File: config.mk
export PLATFORM = sky130hd
export DESIGN_NAME = nso_ctrl
export DESIGN_NICKNAME = d
export VERILOG_FILES = /design/src/rtl/nso_pkg.sv /design/src/rtl/nso_ctrl.sv
export SDC_FILE = /design/constraint.sdc
export NUM_CORES = 1
export LEC_CHECK = 0
export ABC_CLOCK_PERIOD_IN_PS = 2400
export BUFFER_PORTS_ARGS = -buffer_cell sky130_fd_sc_hd__buf_4
export CAP_MARGIN = 30
export CORE_AREA = 2 2 39 41
export DETAILED_ROUTE_END_ITERATION = 12
export DIE_AREA = 0 0 41 43
export PLACE_DENSITY = 0.4
export SYNTH_ARGS = -nofsm -noshare
export SYNTH_HDL_FRONTEND = slang
export SYNTH_SLANG_ARGS = --single-unit
File: constraint.sdc
create_clock -name clk -period 2.4 [get_ports clk]
set_input_delay 0.72 -clock clk [delete_from_list [all_inputs] [get_ports clk]]
set_output_delay 0.72 -clock clk [all_outputs]
set_load 0.05 [all_outputs]
File: src/rtl/nso_pkg.sv
package nso_pkg;

  localparam int CFG_INDEX_BITS = 3;
  localparam int CFG_DATA_BITS  = 32;
  localparam int STEP_BITS      = 4;
  localparam int SEQUENCE_STEPS = 8;

  localparam logic [CFG_INDEX_BITS-1:0] REG_MODE       = 3'd0;
  localparam logic [CFG_INDEX_BITS-1:0] REG_QUARTER    = 3'd1;
  localparam logic [CFG_INDEX_BITS-1:0] REG_INC_SLOT0  = 3'd2;
  localparam logic [CFG_INDEX_BITS-1:0] REG_INC_SLOT1  = 3'd3;
  localparam logic [CFG_INDEX_BITS-1:0] REG_INC_SLOT3  = 3'd4;
  localparam logic [CFG_INDEX_BITS-1:0] REG_INC_SLOT5  = 3'd5;
  localparam logic [CFG_INDEX_BITS-1:0] REG_ENV_RATE   = 3'd6;
  localparam logic [CFG_INDEX_BITS-1:0] REG_QUARTER_RECIP = 3'd7;

  localparam logic [1:0] MODE_SILENT = 2'd0;
  localparam logic [1:0] MODE_POP    = 2'd1;
  localparam logic [1:0] MODE_ENV    = 2'd2;
  localparam logic [1:0] MODE_GLIDE  = 2'd3;

  localparam logic [2:0] SLOT_0 = 3'd0;
  localparam logic [2:0] SLOT_1 = 3'd1;
  localparam logic [2:0] SLOT_3 = 3'd3;
  localparam logic [2:0] SLOT_5 = 3'd5;

  localparam logic [2:0] NOTE_SLOT [SEQUENCE_STEPS] = '{
    SLOT_0, SLOT_1, SLOT_3, SLOT_1, SLOT_0, SLOT_1, SLOT_5, SLOT_1
  };

  localparam logic [16:0] ENV_ONE = 17'h10000;
  localparam longint unsigned HALF_PI_Q30 = 64'd1686629713;

  typedef enum logic [4:0] {
    ST_IDLE   = 5'b00001,
    ST_MUL1   = 5'b00010,
    ST_MUL2   = 5'b00100,
    ST_MUL3   = 5'b01000,
    ST_FINISH = 5'b10000
  } state_t;

  typedef struct packed {
    logic accept;
    logic commit;
  } cmd_t;

endpackage

File: src/rtl/nso_ctrl.sv
module nso_ctrl (
  input  logic           clk,
  input  logic           rst,
  input  logic           s_tvalid,
  output logic           s_tready,
  output logic           m_tvalid,
  input  logic           m_tready,
  output nso_pkg::cmd_t  cmd
);

  nso_pkg::state_t state;
  nso_pkg::state_t state_next;
  logic            out_free;
  logic            m_tvalid_next;

  assign out_free = !m_tvalid || m_tready;
  assign s_tready = (state == nso_pkg::ST_IDLE) ||
                    ((state == nso_pkg::ST_FINISH) && out_free);
  assign cmd.accept = s_tvalid && s_tready;
  assign cmd.commit = (state == nso_pkg::ST_FINISH) && out_free;

  always_comb begin
    state_next = state;
    case (state)
      nso_pkg::ST_IDLE: begin
        if (cmd.accept) state_next = nso_pkg::ST_MUL1;
      end
      nso_pkg::ST_MUL1: state_next = nso_pkg::ST_MUL2;
      nso_pkg::ST_MUL2: state_next = nso_pkg::ST_MUL3;
      nso_pkg::ST_MUL3: state_next = nso_pkg::ST_FINISH;
      nso_pkg::ST_FINISH: begin
        if (out_free) state_next = cmd.accept ? nso_pkg::ST_MUL1 : nso_pkg::ST_IDLE;
      end
      default: state_next = nso_pkg::ST_IDLE;
    endcase
  end

  always_comb begin
    m_tvalid_next = m_tvalid;
    if (cmd.commit) begin
      m_tvalid_next = 1'b1;
    end else if (m_tready) begin
      m_tvalid_next = 1'b0;
    end
  end

  always_ff @(posedge clk) begin
    if (rst) begin
      state    <= nso_pkg::ST_IDLE;
      m_tvalid <= 1'b0;
    end else begin
      state    <= state_next;
      m_tvalid <= m_tvalid_next;
    end
  end

endmodule

# ---- Yosys cells after proc, flatten, opt, wreduce, memory -nomap -nowiden
# Index checks and enable logic that the tools add are counted.
dict set report classes {
  n_reduce_logical 7
  n_mux 6
  eq_ne 7
}
# op n
set ops {}
lappend ops {{$pmux W5 S5} 1}
lappend ops {{$mux W5} 2}
lappend ops {{$eq A5 B1 Y1 const B} 1}
lappend ops {{$eq A5 B2 Y1 const B} 1}
lappend ops {{$eq A5 B3 Y1 const B} 1}
lappend ops {{$eq A5 B4 Y1 const B} 1}
lappend ops {{$eq A5 B5 Y1 const B} 1}
lappend ops {{$ne A2 B2 Y1 const B} 2}
lappend ops {{$logic_and A1 B1 Y1} 2}
lappend ops {{$logic_or A1 B1 Y1} 2}
lappend ops {{$mux W1} 2}
lappend ops {{$mux W2} 1}
lappend ops {{$reduce_and A2 Y1} 1}
lappend ops {{$reduce_bool A2 Y1} 1}
lappend ops {{$logic_not A1 Y1} 1}
dict set report word_totals {
  input_bits 4
  output_inout_bits 4
  elab_cells 22
  reg_bits 6
}

# ---- Longest topological paths before layout
dict set report depth {
  ltp_word 8
  depth_mapped 4
  mapped_depth_nobuf 4
}

# ---- Worst setup path before layout
# Ideal clock, no wire load.
dict set report synth_timing {
  kind {input-to-output}
  from {in m_tready}
  to {out cmd[1] in the netlist's numbering}
  required_time_ns 1.680
  setup_slack_ns -0.131
  t_arrival_ns 1.811
  n_path_buf 0
  path_stages 3
  path_cell_list {nor2b_1 o21ai_2 and2_1}
}
# element line
set synth_rtl {}
lappend synth_rtl {{start: declaration} nso_ctrl.sv:7} ;# input logic m_tready,
lappend synth_rtl {{end: declaration} nso_ctrl.sv:8} ;# output nso_pkg::cmd_t cmd

==> run summary <==
In this run the worst hold path is classified as reg2reg. The sum of negative setup slack came out at 0 ns. The share of flip-flops with an asynchronous set or reset after synthesis came out at 0%. The placed instance area is slightly below 400 um2. The worst setup path is captured at an output port.

The portion of netlist area occupied by mux cells came out at 0%. The worst register-to-register path has a depth of 4. The global routing usage summed across all routing layers is roughly a tenth. Averaged over all synthesized cells, the footprint is 9.05 um2. The detailed-route via count is ~280.

The most used flip-flop cell after synthesis is dfxtp_1. After floorplanning, the core was divided into 14 placement rows. The highest fanout seen on the critical path is 4. The total nets after synthesis is 38. The repair_antennas step left the layout with diodes totalling 0.

The height of the chip is 43 um. Static timing analysis puts the maximum clock frequency at 0.438 GHz. The critical path contains buffers and inverters numbering 2 combined.

The cell family contributing the most delay on the critical path is simple AND/OR/NAND/NOR gates. The number of antenna violations at the first check in global routing came out at 0. The adder-cell area share of the yosys netlist is 0%. The via count normalized by instance count came out at ~4.7. The headroom to the max-slew limit is 81.2%. During I/O placement, the number of pins put on the boundary was 8. The count of placed standard cells in the final layout, fillers left out came out at 60. By instance count, the leading cell after synthesis is dfxtp_1. The signal on the critical path passes through buf_4 > nor2b_1 > o21ai_4 > and2_2 > buf_4. The max-slew violation total from the final report came out at 0. The final number of hold-violating endpoints was 0. Summed over all layers, the global routing overflow is 0. The actual slew at the worst max-slew pin is 0.281 ns. The slowest cell on the critical path is nor2b_1. The final setup violation count is 0. The half-perimeter wire length of the detailed placement result came out at between 400 and 500 um. The core region is 1380 um2. In this run the power density over the cells is 640 nW/um2.

The endpoint required time on the critical path is 1.68 ns. The number of design rule violations left after detail routing is 0. The post-layout minimum cycle time came out at 2.28 ns. The maximum vdd ir drop came out at 0.000282 V. The most numerous cell type found on the critical path is buf_4. After synthesis, the most frequently instantiated cells are dfxtp_1 (6), nor2_1 (5), nand3_1 (2), nand3b_1 (2). For the worst setup path, the data arrival time is ~1.6 ns. The synthesized area is 308 um2. The post-layout net count is 50. The share of final-layout standard cells stronger than drive strength 1 is a little over a third. The share of the synthesized area in compound gates (AO/OA/AOI/OAI) came out at 13.8%. The worst setup path is launched from an input port. The first-pass GRT wire length is between 1 and 1.5 mm.

TritonCTS built the clock tree. The pin count of the biggest net entering global routing came out at 8. The worst hold path cell count is 2.

The cell type with the highest aggregate area in the netlist is dfxtp_1. For the final database, setup skew stands at around 0.0063 ns. The first detailed-routing pass took 3 iterations. After clock tree synthesis, the repair step resized 0 gates. The count of buffers from port buffering came out at 7. The critical path's largest stage delay is 0.24 ns. The number of buffers inserted during clock tree synthesis came out at 3.

The starting density of the core came out at 22.2%. The die covers 1760 um2. Setup repair after global routing left no endpoint under its margin. The gate count after technology mapping came out at 34. The count of fill cells added during filler insertion is 154. The synthesis-to-layout area growth is 33.7%. The post-cts hold buffer count came out at 0.

The buffers inserted during post-CTS setup optimization came out at 0. The critical path is of the in2out type. The clock drives 6 sinks. The detailed-route wire length per cell is a little over 10 um.

The clock slew seen by the registers of the worst setup and hold paths is 0.05 ns. The longest clock path from root to sink contains 2 buffers. In this run, the number of DRC markers left after iteration 0 of detailed routing was 7. The post-synthesis share of cell area spent on and, or, nand and nor gates is ~41%.

The via count of the first global-routing pass came out at 258. At the end of routability-driven placement, the weighted congestion stood at 0.660. The top cell type's share of synthesized area came out at 39.0%. The remaining antenna violation count after routing is 0. The critical path crosses 5 cells after its start point. With fillers left out, the area of the finished cells amounts to 412 um2. The run finished with clean final reports.

The warning count from the yosys run is 0. Sorting the synthesized cells by area gives the leading types as dfxtp_1 (39%), nor2_1 (6.1%), nand3b_1 (4.9%), and4b_2 (3.7%), nor2_4 (3.7%). The number of distinct library cells after synthesis is 23. The routed design has 618 um of wire. The max capacitance violation total is 0.

The leakage power total is 0.171 nW. For the worst-skew pair, the clock arrives at the later sink with an insertion delay of 0.25 ns. The XOR/XNOR share of the synthesized area is 2.85%. The share of the yosys chip area belonging to registers is 39.0%. The width of the die came out at 41 um.

The clock tree root driver cell is clkbuf_4. Including well taps, the total number of placed cells is 57. After synthesis, the largest family of logic cells by area is simple AND/OR/NAND/NOR gates. The number of flops mapped to enable cells by yosys is 0. CTS built an H-tree with a depth of 1. The flip-flop and latch count after synthesis came out at 6.

The fraction of the cycle the final worst path needs is 95.1%.
==> power by group <==
part	total (W)	internal, W	leakage, nW	switching (W)
combinational	0.0000586	0.0000235	0.108	0.0000350
sequential	0.000109	0.000104	0.0488	0.00000509
clock	0.0000961	0.0000568	0.0138	0.0000393
total	0.000264	0.000184	0.171	0.0000794
==> worst paths after layout <==
check	from	to	slack, ns
max	m_tready	cmd[1]	0.12
min	m_tvalid	m_tvalid	0.49
max reg2reg	state[4]	state[0]	1.06
min reg2reg	m_tvalid	m_tvalid	0.49
==> flip-flops by register name, summed over array words and instances (netlist names) <==
signal	flops
state	5
m_tvalid	1
==> logic make-up (layout without fill, tap and decap cells) <==
kind of cell,count (synthesis),in the layout
buf+inv,2,12
xor+xnor,1,1
flops,6,6
simple gates,19,19
compound gates,6,6
==> per-stage QoR <==
stage	hold slack [ns]	total power, W	util (%)	setup WS, ns
after floorplan	0.513	0.000153	-	0.137
after global placement	0.465	0.000170	28.1	0.150
after detailed placement	0.479	0.000170	28.1	0.131
after CTS	0.493	0.000270	29.7	0.121
after global routing	0.544	0.000279	29.7	0.0405
final	0.488	0.000264	29.7	0.116
==> cell type report <==
| type | instances | area, um2 | share of cell area (%) |
|---|---|---|---|
| clock buffers | 3 | 22.5 | 5.47 |
| inverters | 1 | 3.75 | 0.912 |
| multi-input cells | 26 | 185 | 45.0 |
| flip-flops and latches | 6 | 120 | 29.2 |
| well taps | 16 | 20.0 | 4.86 |
| repair buffers | 8 | 60.1 | 14.6 |
==> per-layer routing <==
metal  track usage [%]  routed length [um]  part of all wire [%]  vias up
met5                 0                   0                     0        -
met4              8.00                  12                   1.9        0
met3              7.85                  31                   5.0        2
met2              10.6                 289                    47        7
met1              11.6                 284                    46      130
li1                  -                   -                     -      143
==> worst register-to-register path, delay by kind of cell, from the launching register on <==
kind,cells,cell delay [ns]
AND/OR/NAND/NOR,3,0.59
flip-flops,1,0.37
AO/OA/AOI/OAI,1,0.26
==> cell usage in the layout, fill, tap and decap left out, drive strengths merged <==
cell | netlist | routed
nand4 | 1 | 1
o21ai | 2 | 2
a211o | 1 | 1
nand3 | 2 | 2
buf | 1 | 8
nor3 | 1 | 1
clkbuf | 0 | 3
o211ai | 1 | 1
and4b | 2 | 2
xor2 | 1 | 1
a211oi | 1 | 1
and2 | 1 | 1
inv | 1 | 1
nor2 | 6 | 6
dfxtp | 6 | 6
nand3b | 2 | 2
a21oi | 1 | 1
nor2b | 1 | 1
nand2b | 1 | 1
and3 | 1 | 1
nor3b | 1 | 1
Note: power is estimated with default switching activity, not from simulation.
